===== config.mk =====
export PLATFORM = sky130hd
export DESIGN_NAME = des_round_key_generator_core
export DESIGN_NICKNAME = d
export VERILOG_FILES = /design/src/design/des_rkg_pkg.sv /design/src/design/des_rkg_front.sv /design/src/design/des_rkg_queue.sv /design/src/design/des_rkg_back.sv /design/src/design/des_round_key_generator_core.sv
export VERILOG_INCLUDE_DIRS = /design/src /design/src/design
export SDC_FILE = /design/constraint.sdc
export NUM_CORES = 1
export LEC_CHECK = 0
export ABC_AREA = 1
export BUFFER_PORTS_ARGS = -buffer_cell sky130_fd_sc_hd__buf_4
export CORE_ASPECT_RATIO = 1.1
export CORE_MARGIN = 1
export CORE_UTILIZATION = 40
export CTS_CLUSTER_SIZE = 28
export DETAILED_ROUTE_END_ITERATION = 16
export HOLD_SLACK_MARGIN = 0.15
export PLACE_DENSITY = 0.62
export RECOVER_POWER = 50
export SYNTH_ARGS = -nofsm -noshare
export SYNTH_HDL_FRONTEND = slang
export SYNTH_SLANG_ARGS = --single-unit

===== constraint.sdc =====
create_clock -name clk -period 11.2 [get_ports clk]
set_input_delay 2.24 -clock clk [delete_from_list [all_inputs] [get_ports clk]]
set_output_delay 2.24 -clock clk [all_outputs]
set_load 0.03 [all_outputs]

===== src/design/des_round_key_generator_core_defines.svh =====
// Assertion macros shared by the DES round key generator modules.
// Each macro expects signals named clk and rst_n in the module that uses it.
`ifndef DES_ROUND_KEY_GENERATOR_CORE_DEFINES_SVH
`define DES_ROUND_KEY_GENERATOR_CORE_DEFINES_SVH

// Checked on every rising edge outside reset.
`define DRKG_ASSERT(label, prop, msg) \
    label: assert property (@(posedge clk) disable iff (!rst_n) (prop)) else $error(msg);

// Checked on every rising edge, reset included.
`define DRKG_ASSERT_ALWAYS(label, prop, msg) \
    label: assert property (@(posedge clk) (prop)) else $error(msg);

`endif


===== src/design/des_rkg_pkg.sv =====
`timescale 1ns / 1ps
// ----------------------------------------------------------------------------
// DES round key generator package
// Transaction types, table constants and permutation helpers.
// ----------------------------------------------------------------------------
package des_rkg_pkg;

    localparam int KEY_W  = 64;
    localparam int HALF_W = 28;
    localparam int CD_W   = 56;
    localparam int RK_W   = 48;
    localparam int ROUNDS = 16;
    localparam int IDX_W  = 4;

    typedef logic [IDX_W-1:0]  round_idx_t;
    typedef logic [HALF_W-1:0] half_t;

    localparam round_idx_t LAST_ROUND = round_idx_t'(ROUNDS - 1);

    // Bit i is set where round i rotates by two places.
    localparam logic [ROUNDS-1:0] DOUBLE_SHIFT = 16'h7EFC;

    typedef struct packed {
        logic [KEY_W-1:0] key;
        logic             decrypt;
    } key_item_t;

    typedef struct packed {
        logic [RK_W-1:0] round_key;
        round_idx_t      round_index;
        logic            last;
    } subkey_item_t;

    typedef struct packed {
        half_t c;
        half_t d;
        logic  decrypt;
    } halves_t;

    localparam int PC1_TAB [CD_W] = '{
        57, 49, 41, 33, 25, 17,  9,
         1, 58, 50, 42, 34, 26, 18,
        10,  2, 59, 51, 43, 35, 27,
        19, 11,  3, 60, 52, 44, 36,
        63, 55, 47, 39, 31, 23, 15,
         7, 62, 54, 46, 38, 30, 22,
        14,  6, 61, 53, 45, 37, 29,
        21, 13,  5, 28, 20, 12,  4
    };

    localparam int PC2_TAB [RK_W] = '{
        14, 17, 11, 24,  1,  5,
         3, 28, 15,  6, 21, 10,
        23, 19, 12,  4, 26,  8,
        16,  7, 27, 20, 13,  2,
        41, 52, 31, 37, 47, 55,
        30, 40, 51, 45, 33, 48,
        44, 49, 39, 56, 34, 53,
        46, 42, 50, 36, 29, 32
    };

    function automatic logic [CD_W-1:0] pc1(input logic [KEY_W-1:0] key);
        logic [CD_W-1:0] cd;
        cd = '0;
        for (int i = 0; i < CD_W; i++)
        begin
            cd[CD_W-1-i] = key[KEY_W-PC1_TAB[i]];
        end
        return cd;
    endfunction

    function automatic logic [RK_W-1:0] pc2(input logic [CD_W-1:0] cd);
        logic [RK_W-1:0] rk;
        rk = '0;
        for (int i = 0; i < RK_W; i++)
        begin
            rk[RK_W-1-i] = cd[CD_W-PC2_TAB[i]];
        end
        return rk;
    endfunction

    function automatic half_t rot_left(input half_t x, input logic by_two);
        return by_two ? {x[HALF_W-3:0], x[HALF_W-1:HALF_W-2]}
                      : {x[HALF_W-2:0], x[HALF_W-1]};
    endfunction

    function automatic half_t rot_right(input half_t x, input logic by_two);
        return by_two ? {x[1:0], x[HALF_W-1:2]}
                      : {x[0], x[HALF_W-1:1]};
    endfunction

endpackage


===== src/design/des_rkg_front.sv =====
`timescale 1ns / 1ps
// ----------------------------------------------------------------------------
// DES round key generator front end
// Accepts key transactions, applies PC-1 and hands the halves to the queue.
// ----------------------------------------------------------------------------
module des_rkg_front (
    input  logic                  clk,
    input  logic                  rst_n,
    input  logic                  key_valid,
    output logic                  key_stall,
    input  des_rkg_pkg::key_item_t key_data,
    output logic                  push,
    input  logic                  queue_full,
    output des_rkg_pkg::halves_t   push_data
);
    import des_rkg_pkg::*;

    logic            held_reg;
    halves_t         halves_reg;
    logic            accept;
    logic [CD_W-1:0] cd;

    assign key_stall = held_reg && queue_full;
    assign accept    = key_valid && !key_stall;
    assign push      = held_reg && !queue_full;
    assign push_data = halves_reg;
    assign cd        = pc1(key_data.key);

    always_ff @(posedge clk or negedge rst_n)
    begin
        if (!rst_n)
        begin
            held_reg <= 1'b0;
        end
        else if (accept)
        begin
            held_reg <= 1'b1;
        end
        else if (push)
        begin
            held_reg <= 1'b0;
        end
    end

    always_ff @(posedge clk)
    begin
        if (accept)
        begin
            halves_reg.c       <= cd[CD_W-1:HALF_W];
            halves_reg.d       <= cd[HALF_W-1:0];
            halves_reg.decrypt <= key_data.decrypt;
        end
    end

endmodule


===== src/design/des_rkg_queue.sv =====
`timescale 1ns / 1ps
// ----------------------------------------------------------------------------
// DES round key generator queue
// Small first-in first-out buffer of PC-1 halves between front and back.
// ----------------------------------------------------------------------------
module des_rkg_queue #(
    parameter int DEPTH = 2
) (
    input  logic                 clk,
    input  logic                 rst_n,
    input  logic                 push,
    input  des_rkg_pkg::halves_t push_data,
    output logic                 full,
    input  logic                 pop,
    output logic                 not_empty,
    output des_rkg_pkg::halves_t pop_data
);
    import des_rkg_pkg::*;

    localparam int PTR_W = $clog2(DEPTH);
    localparam int CNT_W = $clog2(DEPTH + 1);
    localparam logic [PTR_W-1:0] LAST_SLOT = PTR_W'(DEPTH - 1);

    halves_t          mem [DEPTH];
    logic [PTR_W-1:0] wr_ptr_reg;
    logic [PTR_W-1:0] rd_ptr_reg;
    logic [CNT_W-1:0] count_reg;
    logic             do_push;
    logic             do_pop;

    assign full      = count_reg == CNT_W'(DEPTH);
    assign not_empty = count_reg != '0;
    assign do_push   = push && !full;
    assign do_pop    = pop && not_empty;
    assign pop_data  = mem[rd_ptr_reg];

    always_ff @(posedge clk or negedge rst_n)
    begin
        if (!rst_n)
        begin
            wr_ptr_reg <= '0;
            rd_ptr_reg <= '0;
            count_reg  <= '0;
        end
        else
        begin
            if (do_push)
            begin
                wr_ptr_reg <= (wr_ptr_reg == LAST_SLOT) ? '0 : wr_ptr_reg + PTR_W'(1);
            end
            if (do_pop)
            begin
                rd_ptr_reg <= (rd_ptr_reg == LAST_SLOT) ? '0 : rd_ptr_reg + PTR_W'(1);
            end
            if (do_push && !do_pop)
            begin
                count_reg <= count_reg + CNT_W'(1);
            end
            else if (do_pop && !do_push)
            begin
                count_reg <= count_reg - CNT_W'(1);
            end
        end
    end

    always_ff @(posedge clk)
    begin
        if (do_push)
        begin
            mem[wr_ptr_reg] <= push_data;
        end
    end

endmodule


===== src/design/des_rkg_back.sv =====
`timescale 1ns / 1ps
// ----------------------------------------------------------------------------
// DES round key generator back end
// Rotates halves (not in decrypt round one) and registers each PC-2 round key.
// ----------------------------------------------------------------------------
`include "des_round_key_generator_core_defines.svh"

module des_rkg_back (
    input  logic                    clk,
    input  logic                    rst_n,
    input  logic                    queue_not_empty,
    input  des_rkg_pkg::halves_t    queue_data,
    output logic                    pop,
    output logic                    subkey_valid,
    input  logic                    subkey_stall,
    output des_rkg_pkg::subkey_item_t subkey_data
);
    import des_rkg_pkg::*;

    logic         busy_reg;
    logic         dec_reg;
    round_idx_t   idx_reg;
    half_t        c_reg;
    half_t        d_reg;
    logic         out_valid_reg;
    subkey_item_t out_reg;

    logic         advance;
    logic         load;
    logic         is_last;
    round_idx_t   back_idx;
    logic         left_two;
    logic         right_two;
    half_t        c_next;
    half_t        d_next;

    assign advance   = busy_reg && (!out_valid_reg || !subkey_stall);
    assign is_last   = idx_reg == LAST_ROUND;
    assign load      = queue_not_empty && (!busy_reg || (advance && is_last));
    assign pop       = load;
    assign back_idx  = ~idx_reg + round_idx_t'(1);
    assign left_two  = DOUBLE_SHIFT[idx_reg];
    assign right_two = DOUBLE_SHIFT[back_idx];

    always_comb
    begin
        if (!dec_reg)
        begin
            c_next = rot_left(c_reg, left_two);
            d_next = rot_left(d_reg, left_two);
        end
        else if (idx_reg == '0)
        begin
            c_next = c_reg;
            d_next = d_reg;
        end
        else
        begin
            c_next = rot_right(c_reg, right_two);
            d_next = rot_right(d_reg, right_two);
        end
    end

    always_ff @(posedge clk or negedge rst_n)
    begin
        if (!rst_n)
        begin
            busy_reg      <= 1'b0;
            idx_reg       <= '0;
            out_valid_reg <= 1'b0;
        end
        else
        begin
            if (advance)
            begin
                out_valid_reg <= 1'b1;
            end
            else if (!subkey_stall)
            begin
                out_valid_reg <= 1'b0;
            end
            if (load)
            begin
                busy_reg <= 1'b1;
                idx_reg  <= '0;
            end
            else if (advance)
            begin
                idx_reg <= idx_reg + round_idx_t'(1);
                if (is_last)
                begin
                    busy_reg <= 1'b0;
                end
            end
        end
    end

    always_ff @(posedge clk)
    begin
        if (advance)
        begin
            out_reg.round_key   <= pc2({c_next, d_next});
            out_reg.round_index <= idx_reg;
            out_reg.last        <= is_last;
        end
        if (load)
        begin
            c_reg   <= queue_data.c;
            d_reg   <= queue_data.d;
            dec_reg <= queue_data.decrypt;
        end
        else if (advance)
        begin
            c_reg <= c_next;
            d_reg <= d_next;
        end
    end

    assign subkey_valid = out_valid_reg;
    assign subkey_data  = out_reg;

    `DRKG_ASSERT(a_last_on_final_round,
        out_valid_reg |-> (out_reg.last == (out_reg.round_index == LAST_ROUND)),
        "last marker does not match the final round index")
    `DRKG_ASSERT(a_rounds_in_order,
        (out_valid_reg && !subkey_stall && !out_reg.last) |=>
            (out_valid_reg && out_reg.round_index == $past(out_reg.round_index) + 4'd1),
        "round keys of one transaction are not delivered in consecutive order")
    `DRKG_ASSERT_ALWAYS(a_idle_index_zero,
        !busy_reg |-> (idx_reg == '0),
        "round counter is not at zero while the round engine is idle")

endmodule


===== src/design/des_round_key_generator_core.sv =====
`timescale 1ns / 1ps
// ----------------------------------------------------------------------------
// DES round key generator core
// Expands one DES key into its sixteen 48-bit round keys.
// ----------------------------------------------------------------------------
// Usage:
// A key transaction carries a 64-bit key and a decrypt flag. Each accepted
// key produces sixteen subkey transactions: K1 to K16 when decrypt is low,
// K16 down to K1 when it is high, each with its round index and a last flag
// on the sixteenth.
// The front end registers PC-1 of the key and passes the halves into a
// queue of QUEUE_DEPTH entries; the round engine rotates the halves once per
// cycle while the output is not stalled and registers each PC-2 result.
// After a key is accepted, its halves pass the front register, the queue and
// the engine registers, and one round key follows every cycle while the
// receiver does not stall. The single rotation engine expands one key at a
// time; further keys are taken and queued meanwhile.
// When subkey_stall is high the round key on the output holds and the engine
// waits; key_stall rises once the front register and queue are full.
// Reset clears all valid state; no transaction is pending afterwards.
// ----------------------------------------------------------------------------
module des_round_key_generator_core #(
    parameter int QUEUE_DEPTH = 2
) (
    input  logic                      clk,
    input  logic                      rst_n,
    input  logic                      key_valid,
    output logic                      key_stall,
    input  des_rkg_pkg::key_item_t    key_data,
    output logic                      subkey_valid,
    input  logic                      subkey_stall,
    output des_rkg_pkg::subkey_item_t subkey_data
);
    import des_rkg_pkg::*;

    logic    push;
    logic    queue_full;
    halves_t push_data;
    logic    pop;
    logic    queue_not_empty;
    halves_t pop_data;

    des_rkg_front u_front (
        .clk        (clk),
        .rst_n      (rst_n),
        .key_valid  (key_valid),
        .key_stall  (key_stall),
        .key_data   (key_data),
        .push       (push),
        .queue_full (queue_full),
        .push_data  (push_data)
    );

    des_rkg_queue #(
        .DEPTH (QUEUE_DEPTH)
    ) u_queue (
        .clk       (clk),
        .rst_n     (rst_n),
        .push      (push),
        .push_data (push_data),
        .full      (queue_full),
        .pop       (pop),
        .not_empty (queue_not_empty),
        .pop_data  (pop_data)
    );

    des_rkg_back u_back (
        .clk             (clk),
        .rst_n           (rst_n),
        .queue_not_empty (queue_not_empty),
        .queue_data      (pop_data),
        .pop             (pop),
        .subkey_valid    (subkey_valid),
        .subkey_stall    (subkey_stall),
        .subkey_data     (subkey_data)
    );

endmodule


# Word level (Yosys, flattened, before mapping)
# Memory sizes are Yosys's and may differ from the RTL's.
# Cells that the tools add are included.
op_classes:
  n_addsub: 6
  order_cmp: 2
  n_eq_ne: 4
  n_mux: 29
  n_bitwise: 1
  reduce_logical: 27
op_table:
  columns: ["op", "n"]
  rows:
  - ["2-to-1 mux 28 bit", 12]
  - ["2-to-1 mux 1 bit", 13]
  - ["logical AND 1 bit", 10]
  - ["less-than comparator 4 x 5 -> 1 bit (second input constant)", 2]
  - ["nonzero test 2 bit", 5]
  - ["adder 4 x 1 -> 4 bit (second input constant)", 2]
  - ["2-to-1 mux 4 bit", 2]
  - ["zero test 1 bit", 7]
  - ["equality test 4 bit (second input constant)", 1]
  - ["zero test 4 bit", 1]
  - ["2-to-1 mux 2 bit", 2]
  - ["NOT 4 bit", 1]
  - ["AND reduction 2 bit", 2]
  - ["!= test 3 bit (second input constant)", 1]
  - ["adder 1 bit (second input constant)", 2]
  - ["adder 2 x 1 -> 2 bit (second input constant)", 1]
  - ["equality test 2 bit (second input constant)", 1]
  - ["logical OR 1 bit", 2]
  - ["!= test 2 x 1 -> 1 bit (second input constant)", 1]
  - ["subtractor 2 x 1 -> 2 bit (second input constant)", 1]
totals:
  regBits: 178
  ram_bits: 114
  romBits: 32
  output_inout_bits: 55
  wordCells: 90
  mem_count: 3
memory_table:
  columns: ["name", "depth", "width", "rd", "rd_ports_with_merged_regs", "wr", "line", "rtl"]
  rows:
  - ["u_queue.mem", 2, 57, 1, 0, 1, "des_rkg_queue.sv:24", "halves_t mem [DEPTH];"]
  - ["(no name shown)", 16, 1, 1, 0, 0, "des_rkg_back.sv:42", "assign left_two = DOUBLE_SHIFT[idx_reg];"]
  - ["(no name shown)", 16, 1, 1, 0, 0, "des_rkg_back.sv:43", "assign right_two = DOUBLE_SHIFT[back_idx];"]

# Longest topological paths before layout
# Gate-level depths: netlist (run 1).
depth:
  ltp_word: 10
  mapped_depth: 15
  ltp_nobuf: 14

# By module
# From an unflattened synthesis (run 1), not the netlist that was laid out.
hier_totals:
  hier_cells: 1395
  hier_area_um2: 13346.6
by_module_without_submodules:
  columns: ["mod", "n_inst", "cells_per_inst", "area_per_inst_um2"]
  rows:
  - ["des_rkg_back", 1, 1000, 7196.9]
  - ["des_rkg_queue", 1, 330, 4385.5]
  - ["des_rkg_front", 1, 65, 1764.2]

# Worst setup path before layout (run 1)
# Ideal clock, no wire load.
synth_timing:
  kind: "input to register"
  from: "input port subkey_stall"
  to: "register u_back.c_reg[0], enable pin"
  t_arrival_ns: 3.965
  t_required_ns: 10.792
  path_slack_ns: 6.828
  path_stages: 6
  path_buffers: 1
  path_cell_list: "nand2_1 -> nand2_1 -> o21ai_1 -> o21ai_2 -> buf_2 -> nand2_1"
synth_via:
  elab_chain_len: 7
synth_lines:
  columns: ["element", "line", "rtl"]
  rows:
  - ["start, declared", "des_round_key_generator_core.sv:31", "input logic subkey_stall,"]
  - ["zero test 1 bit (*)", "des_rkg_back.sv:37", "assign advance = busy_reg && (!out_valid_reg || !subkey_stall);"]
  - ["logical OR 1 bit (*)", "des_rkg_back.sv:37", null]
  - ["logical AND 1 bit (*)", "des_rkg_back.sv:37", null]
  - ["logical AND 1 bit", "des_rkg_back.sv:39", "assign load = queue_not_empty && (!busy_reg || (advance && is_last));"]
  - ["logical OR 1 bit", "des_rkg_back.sv:39", null]
  - ["logical AND 1 bit", "des_rkg_back.sv:39", null]
  - ["nonzero test 2 bit (no source line) (*)", null, null]
  - ["end signal, assigned", "des_rkg_back.sv:108", "c_reg <= queue_data.c;"]
  - ["end signal, assigned", "des_rkg_back.sv:114", "c_reg <= c_next;"]
  - ["end, declared", "des_rkg_back.sv:23", "half_t c_reg;"]
# Mark *: on every way between the ends. The rest lies on a longest branch, timed or not.
# A chain may end at the register's enable or synchronous reset.

# Final worst setup path (run 1)
layout_timing:
  from: "input port key_valid"
  to: "register u_front.halves_reg (netlist bit u_front.push_data[41]), enable pin"
layout_via:
  elab_chain_len: 1
layout_lines:
  columns: ["element", "line", "rtl"]
  rows:
  - ["start, declared", "des_round_key_generator_core.sv:27", "input logic key_valid,"]
  - ["logical AND 1 bit", "des_rkg_front.sv:24", "assign accept = key_valid && !key_stall;"]
  - ["net u_front.accept", "des_rkg_front.sv:20", "logic accept;"]
  - ["end, declared", "des_rkg_front.sv:19", "halves_t halves_reg;"]
# The timed path passes the listed nets, and every way through them passes these cells.

==> flow_summary.rst, run 1 <==
.. list-table::
   :header-rows: 1

   * - Metric
     - Value
   * - HPWL after detailed placement
     - 17.8 mm
   * - Grt ovf
     - 0
   * - Flop2flop setup slack
     - 7.07 ns
   * - FP Rows
     - 70
   * - Post-synth top area cell
     - sky130_fd_sc_hd__edfxtp_1
   * - Fraction of registers with async set/reset
     - 0.0377
   * - Global-route wire length before repair
     - 50.1 mm
   * - Total number of yosys warnings
     - 0
   * - Finished Core Util
     - 0.470
   * - Growth of design area from synthesis to finish
     - 15.7%
   * - CP Capture Type
     - register
   * - Power per cell area
     - 356 mW/mm2
   * - First-pass iteration count of the detailed router
     - 5
   * - Start point of the critical path
     - key_valid
   * - Depth of the worst register-to-register path
     - 5
   * - Final count of pins violating max slew
     - 282
   * - Transition time at the pin with the least slew margin
     - 3.61 ns
   * - Number of buffers inserted during clock tree synthesis
     - 31
   * - Post-synth EDFFs
     - 281
   * - Data arrival time of the worst path
     - 4.81 ns
   * - Source-to-sink clock delay at the later pin of the worst-skew pair
     - 0.58 ns
   * - Register area share after synthesis
     - 0.645
   * - Worst flop-to-flop path startpoint
     - u_queue.count_reg[0]
   * - Number of flip-flops in the largest register
     - 114
   * - Die span in x
     - 177 um
   * - Port bufs
     - 115
   * - Area inside the core boundary
     - 0.0333 mm2
   * - Maximum clock path buffer count
     - 3
   * - Tightest slew margin relative to the limit
     - -1.41
   * - Antenna violations before repair
     - 0
   * - Register containing the most flip-flops in the final layout
     - u_queue.mem
   * - Count of fill cells added during filler insertion
     - 3,131
   * - Top-count cell post-synth
     - sky130_fd_sc_hd__nand2_1
   * - H-tree levels
     - 1
   * - Ant diodes
     - 0
   * - Leak
     - 6.88 nW
   * - Overall global routing resource usage
     - 0.183
   * - Average wire per standard cell
     - 16.0 um
   * - Maximum achievable frequency
     - 0.212 GHz
   * - Critical path data required time
     - 11.30 ns
   * - Setup TNS Final
     - 0 ns
   * - Violations in the final reports
     - capacitance limit, slew limit
   * - Share of the clock period used by the worst path
     - 0.421
   * - Kind of start point of the critical path
     - input pin
   * - # resized after CTS
     - 0
   * - Total Nets Final
     - 1,558
   * - Clock Tree Root
     - sky130_fd_sc_hd__clkbuf_16
   * - Clock tree from TritonCTS
     - yes
   * - DR vias
     - 9,810
   * - Synthesized flop and latch total
     - 292
   * - Layout cell share with drive strength beyond 1
     - 0.125
   * - Unique cell type count in the Yosys netlist
     - 28
   * - Most instantiated flip-flop cell in the synthesis netlist
     - sky130_fd_sc_hd__edfxtp_1
   * - Outcome
     - complete, but fails checks
   * - Die Span Y
     - 195 um
   * - Type of the worst min-delay path
     - register to register
   * - Hold Buf Count CTS
     - 0
   * - Clk pin slew, worst setup/hold paths
     - 0.06 ns
   * - Post-synthesis instance area
     - 0.0135 mm2
   * - Maximum resistive drop on vdd
     - 0.000172 V
   * - Clock period minus final worst setup slack
     - 4.71 ns
   * - Clock sink count
     - 292
   * - Max-cap viol count
     - 5
   * - Detailed-route wire length
     - 31.1 mm
   * - GPL Wtd Cong
     - 0.799
   * - Initial core utilization
     - 0.406
   * - DRC violation count after routing
     - 0
   * - Pin count of the biggest net entering global routing
     - 73
   * - Hold Vio Cnt, Final
     - 0
   * - Number of design-rule violations left by the first detailed-router iteration
     - 1,190
   * - Critical path fanouts, max
     - 57
   * - Number of buffers inserted by post-CTS setup repair
     - 0
   * - Post-DR vias/cell
     - 5.06
   * - Setup-violating endpoint count in the final report
     - 0
   * - Capture point of the worst reg-to-reg path
     - u_queue.mem[0][2]
   * - Syn Nets
     - 1,476
   * - Count of nets left with antenna violations after detail routing
     - 0
   * - Number of top-level design ports
     - 124
   * - End point of the critical path
     - u_front.push_data[41]
   * - Avg Synthesized Cell Area
     - 9.64 um2
   * - RSZ-0062 raised after global routing
     - false
   * - Maximum clock skew at final layout
     - 0.0273 ns
   * - Number of instances in the synthesized netlist
     - 1,401
   * - Most numerous cell types in the synthesized netlist
     - 569 x sky130_fd_sc_hd__nand2_1, 281 x sky130_fd_sc_hd__edfxtp_1, 205 x sky130_fd_sc_hd__nand3_1
   * - Area share of the largest cell type after synthesis
     - 0.625
   * - Die Footprint
     - 0.0345 mm2
   * - Cell types occupying the most area after synthesis
     - sky130_fd_sc_hd__edfxtp_1 62%, sky130_fd_sc_hd__nand2_1 16%, sky130_fd_sc_hd__nand3_1 7.6%, sky130_fd_sc_hd__inv_1 3.7%, sky130_fd_sc_hd__nand4_1 2.2%
   * - Vias in the first global route
     - 9,293
   * - Crit path kind
     - input pin to register
-- worst max-delay path, cell delays in order --
cell,delay [ns]
sky130_fd_sc_hd__clkbuf_4,0.10
sky130_fd_sc_hd__nand2_1,0.06
sky130_fd_sc_hd__clkinv_1,0.05
sky130_fd_sc_hd__clkbuf_1,2.24
-- worst min-delay path by stage --
stage	start	endpoint	cells after the start
6_report	u_front.push_data[39]	u_queue.mem[1][39]	0
4_1_cts	u_front.push_data[39]	u_queue.mem[0][39]	0
2_1_floorplan	u_back.idx_reg[3]	u_back.subkey_data[4]	0
3_5_place_dp	u_front.push_data[10]	u_queue.mem[1][10]	0
3_3_place_gp	u_front.push_data[26]	u_queue.mem[0][26]	0
5_1_grt	u_front.push_data[10]	u_queue.mem[1][10]	0
-- power by group --
group | switching (mW) | total, mW | internal [mW]
clock | 0.418 | 0.980 | 0.563
combinational | 1.82 | 2.56 | 0.741
sequential | 0.166 | 2.02 | 1.86
-- final cells by class --
| class | instances | area, um2 | share of cell area |
|---|---|---|---|
| clock buffer | 45 | 868 | 0.0555 |
| clock inverter | 13 | 114 | 0.00728 |
| inverter | 135 | 507 | 0.0324 |
| multi-input combinational | 891 | 3920 | 0.251 |
| sequential | 292 | 8710 | 0.557 |
| tap | 432 | 541 | 0.0346 |
| timing repair buffer | 132 | 968 | 0.0619 |
-- through the flow --
stage | setup slack [ns] | hold WS, ns | power, mW | std cells | area [um2]
after global placement | 6.40 | 0.426 | 4.52 | 1882 | 14700
after global routing | 6.25 | 0.450 | 6.00 | 1940 | 15600
final | 6.49 | 0.438 | 5.56 | 1940 | 15600
after detailed placement | 6.32 | 0.430 | 4.58 | 1882 | 14700
after floorplan | 6.83 | 0.420 | 3.86 | 1401 | 13500
after CTS | 6.92 | 0.443 | 5.58 | 1940 | 15700
-- routing by layer --
metal,up-vias,routed length (um),track usage
met2,395,14200,0.284
met1,4532,13900,0.261
met5,-,0,0
met3,59,2270,0.0309
met4,0,763,0.0584
li1,4824,-,-
-- kinds of logic after synthesis --
kind of cell,share of synthesized area
AO/OA/AOI/OAI,0.0104
adder cells (fa/ha/maj),0.00556
flip-flops,0.645
AND/OR/NAND/NOR,0.268
buffers and inverters,0.0683
XOR/XNOR,0.00259
-- cell usage in the layout, fill, tap and decap left out, types with 4 or more instances in the layout --
cell | Yosys | layout
sky130_fd_sc_hd__buf_4 | 10 | 67
sky130_fd_sc_hd__clkinv_1 | 0 | 4
sky130_fd_sc_hd__clkbuf_1 | 24 | 16
sky130_fd_sc_hd__clkbuf_4 | 0 | 59
sky130_fd_sc_hd__clkinv_4 | 0 | 4
sky130_fd_sc_hd__clkbuf_8 | 0 | 4
sky130_fd_sc_hd__a21oi_1 | 12 | 12
sky130_fd_sc_hd__inv_1 | 133 | 131
sky130_fd_sc_hd__nand2_1 | 569 | 567
sky130_fd_sc_hd__clkbuf_16 | 0 | 31
sky130_fd_sc_hd__nand4_1 | 48 | 48
sky130_fd_sc_hd__ha_1 | 6 | 6
sky130_fd_sc_hd__nand3_1 | 205 | 205
sky130_fd_sc_hd__edfxtp_1 | 281 | 281
sky130_fd_sc_hd__dfrtp_1 | 11 | 10
sky130_fd_sc_hd__nor2_1 | 22 | 20
sky130_fd_sc_hd__o21ai_1 | 9 | 10
(Power assumes the default switching activity.)
==> run 2: changes to the inputs <==
- PLACE_DENSITY: 0.62 -> 0.65
- clock period: 11.2 -> 4.2 ns (I/O delays scaled with it)
==> run 2 against run 1 <==
  * The flow still finishes with violations (capacitance limit, slew limit)
  * First-iteration DRC count down 19%
  * Clock skew down 0.018 ns
  * Highest routed layer unchanged
  * Clock power up 140%
  * Final cell count down 0.15%
  * Critical path depth up 10
  * Sequential power rose to 2.6 times the previous value
  * Critical path type is now register to register
  * Core utilization down 0.83 points
==> flow_summary.rst, run 2 (synthesis gave the netlist of run 1 again) <==
.. list-table::
   :header-rows: 1

   * - Metric
     - Value
   * - Vias in the first global route
     - 9,360 (+0.72%)
   * - Total Nets Final
     - 1,561 (+0.19%)
   * - Critical path fanouts, max
     - 31 (-46%)
   * - DR vias
     - 9,845 (+0.36%)
   * - Ant diodes
     - 0 (unchanged)
   * - DRC violation count after routing
     - 0 (unchanged)
   * - Port bufs
     - 115 (unchanged)
   * - Final design instance area without fill
     - 0.0154 mm2 (-1.8%)
   * - Clock Tree Root
     - sky130_fd_sc_hd__clkbuf_16
   * - Clock tree from TritonCTS
     - yes
   * - Count of nets left with antenna violations after detail routing
     - 0 (unchanged)
   * - Stage delay of the slowest cell on the critical path
     - 0.49 ns (-1.75 ns)
   * - Most common cell after layout, fill and taps aside
     - sky130_fd_sc_hd__nand2_1
   * - Detailed-route wire length
     - 30.9 mm (-0.67%)
   * - Overall global routing resource usage
     - 0.180 (-0.00274)
   * - Antenna violations before repair
     - 0 (unchanged)
   * - HPWL after detailed placement
     - 18.6 mm (+4.0%)
   * - Most frequent CP cell
     - sky130_fd_sc_hd__nand2_1
   * - Number of top-level design ports
     - 124 (unchanged)
   * - Hold Vio Cnt, Final
     - 0 (unchanged)
   * - Clk pin slew, worst setup/hold paths
     - 0.06 ns (about the same)
   * - Violations in the final reports
     - capacitance limit, slew limit
   * - Crit path kind
     - register to register
   * - Leak
     - 6.66 nW (-3.2%)
   * - Grt ovf
     - 0 (unchanged)
   * - Maximum clock skew at final layout
     - 0.00938 ns (-0.0179 ns)
   * - Global-route wire length before repair
     - 49.7 mm (-0.85%)
   * - Setup TNS Final
     - 0 ns (unchanged)
   * - Finished Core Util
     - 0.461 (-0.00835)
   * - Number of design-rule violations left by the first detailed-router iteration
     - 965 (-19%)
   * - Maximum resistive drop on vdd
     - 0.000498 V (+190%)
   * - Maximum clock path buffer count
     - 3 (unchanged)
   * - FP Rows
     - 70 (unchanged)
   * - First-pass iteration count of the detailed router
     - 5 (unchanged)
   * - Power per cell area
     - 933 mW/mm2 (+160%)
   * - Final count of pins violating max slew
     - 41 (-85%)
   * - Tightest slew margin relative to the limit
     - -0.326 (+1.08)
   * - Number of flip-flops in the largest register
     - 114 (unchanged)
   * - Post-DR vias/cell
     - 5.08 (+0.51%)
   * - Least setup slack across all paths after layout
     - 1.06 ns (-5.43 ns)
   * - H-tree levels
     - 1 (unchanged)
   * - Register containing the most flip-flops in the final layout
     - u_queue.mem
   * - Non-filler instance count after layout
     - 1,937 (-0.15%)
   * - GPL Wtd Cong
     - 0.813 (+1.8%)
   * - Initial core utilization
     - 0.406 (unchanged)
   * - Kind of start point of the critical path
     - register
   * - Die Span Y
     - 195 um (unchanged)
   * - Average wire per standard cell
     - 16.0 um (-0.51%)
   * - Placed standard-cell area
     - 0.0147 mm2 (+0.26%)
   * - Setup-violating endpoint count in the final report
     - 0 (unchanged)
   * - # resized after CTS
     - 0 (unchanged)
   * - Cell with the largest stage delay on the worst path
     - sky130_fd_sc_hd__nand2_1
   * - Transition time at the pin with the least slew margin
     - 1.99 ns (-1.62 ns)
   * - Growth of design area from synthesis to finish
     - 13.7%
   * - Source-to-sink clock delay at the later pin of the worst-skew pair
     - 0.56 ns (-0.02 ns)
   * - Top library cells by usage in the layout, fill and taps aside
     - 568 x sky130_fd_sc_hd__nand2_1, 281 x sky130_fd_sc_hd__edfxtp_1, 205 x sky130_fd_sc_hd__nand3_1
   * - Layout cell share with drive strength beyond 1
     - 0.0857 (-0.0390)
   * - Maximum achievable frequency
     - 0.318 GHz
   * - Post-placement worst setup slack
     - 0.905 ns (-5.42 ns)
   * - Placed Cells
     - 1,886 (+0.21%)
   * - Share of the clock period used by the worst path
     - 0.748
   * - Clock period minus final worst setup slack
     - 3.14 ns
   * - Number of buffers inserted during clock tree synthesis
     - 29 (-6.5%)
   * - Cell-by-cell trace of the critical path
     - inv_1, ha_1, inv_1, nand2_1, nand2_1, nand2_1, nand2_1, nand2_1, buf_4, nand3_1, nand3_1, nand2_1, nand2_1, nand2_1
   * - Critical path data required time
     - 4.51 ns (-6.79 ns)
   * - Pin count of the biggest net entering global routing
     - 59 (-19%)
   * - Data arrival time of the worst path
     - 3.45 ns (-1.36 ns)
   * - Clock sink count
     - 292 (unchanged)
   * - Max-cap viol count
     - 1 (-4)
   * - Count of fill cells added during filler insertion
     - 3,167 (+1.1%)
   * - Number of buffers inserted by post-CTS setup repair
     - 0 (unchanged)
   * - Outcome
     - complete, but fails checks
   * - Die Footprint
     - 0.0345 mm2 (unchanged)
   * - Die span in x
     - 177 um (unchanged)
   * - Area inside the core boundary
     - 0.0333 mm2 (unchanged)
   * - Type of the worst min-delay path
     - register to register
   * - RSZ-0062 raised after global routing
     - false
   * - CP Capture Type
     - register
-- run 2: cell count changes in the layout (fill, tap and decap cells not counted), sizes merged --
cell | before | now
buf | 67 | 25
clkbuf | 110 | 147
clkinv | 9 | 13
inv | 136 | 134
clkinvlp | 2 | 1
dlygate4sd3 | 0 | 1
-- run 2: area by class of cell --
cell class,instances,area [um2],share of cell area
flip-flops and latches,292,8710,0.567
multi-input cells,891,3920,0.255
repair buffers,137,835,0.0543
clock buffers,36,752,0.0490
well taps,432,541,0.0352
inverters,135,507,0.0330
clock inverters,14,90.1,0.00587
-- run 2: power breakdown --
part	total, mW	internal (mW)	switching, mW
Clock	2.36	1.32	1.04
Combinational	6.63	1.79	4.84
Sequential	5.35	4.90	0.447
-- run 2: metrics by stage --
step | hold WS [ns] | total power [mW]
after floorplan | 0.420 | 10.3
after global placement | 0.426 | 12.0
after detailed placement | 0.431 | 12.2
after CTS | 0.443 | 14.6
after global routing | 0.454 | 15.4
final | 0.443 | 14.3
-- run 2: critical path, delay by kind of cell, from the launching register on --
kind                       cells  cell delay [ns]
adders and majority gates      1             0.37
buffers and inverters          3             0.74
DFF                            1             0.46
and+or+nand+nor               10             1.33
-- run 2: what timing repair did --
item | 4_1_cts | 5_1_grt
hold buffers | 1 | 0
setup endpoints to repair | 0 | 0
hold endpoints to repair | 11 | 0
-- run 2: worst paths after layout --
path,cells past startpoint,startpoint,slack (ns),to
setup / recovery,14,u_back.idx_reg[0],1.06,u_back.d_reg[3]
hold / removal,0,u_front.push_data[54],0.44,u_queue.mem[1][54]
setup reg to reg,14,u_back.idx_reg[0],1.06,u_back.d_reg[3]
hold reg to reg,0,u_front.push_data[54],0.44,u_queue.mem[1][54]
max in group asynchronous,2,rst_n,2.86,u_back.subkey_valid
min in group asynchronous,2,rst_n,0.87,u_front.held_reg
-- run 2: layer usage --
metal / up-vias / share of wire / track usage
met5: - / 0 / 0
met4: 0 / 0.027 / 0.0728
met3: 60 / 0.073 / 0.0282
met2: 408 / 0.46 / 0.282
met1: 4560 / 0.44 / 0.250
li1: 4817 / - / -
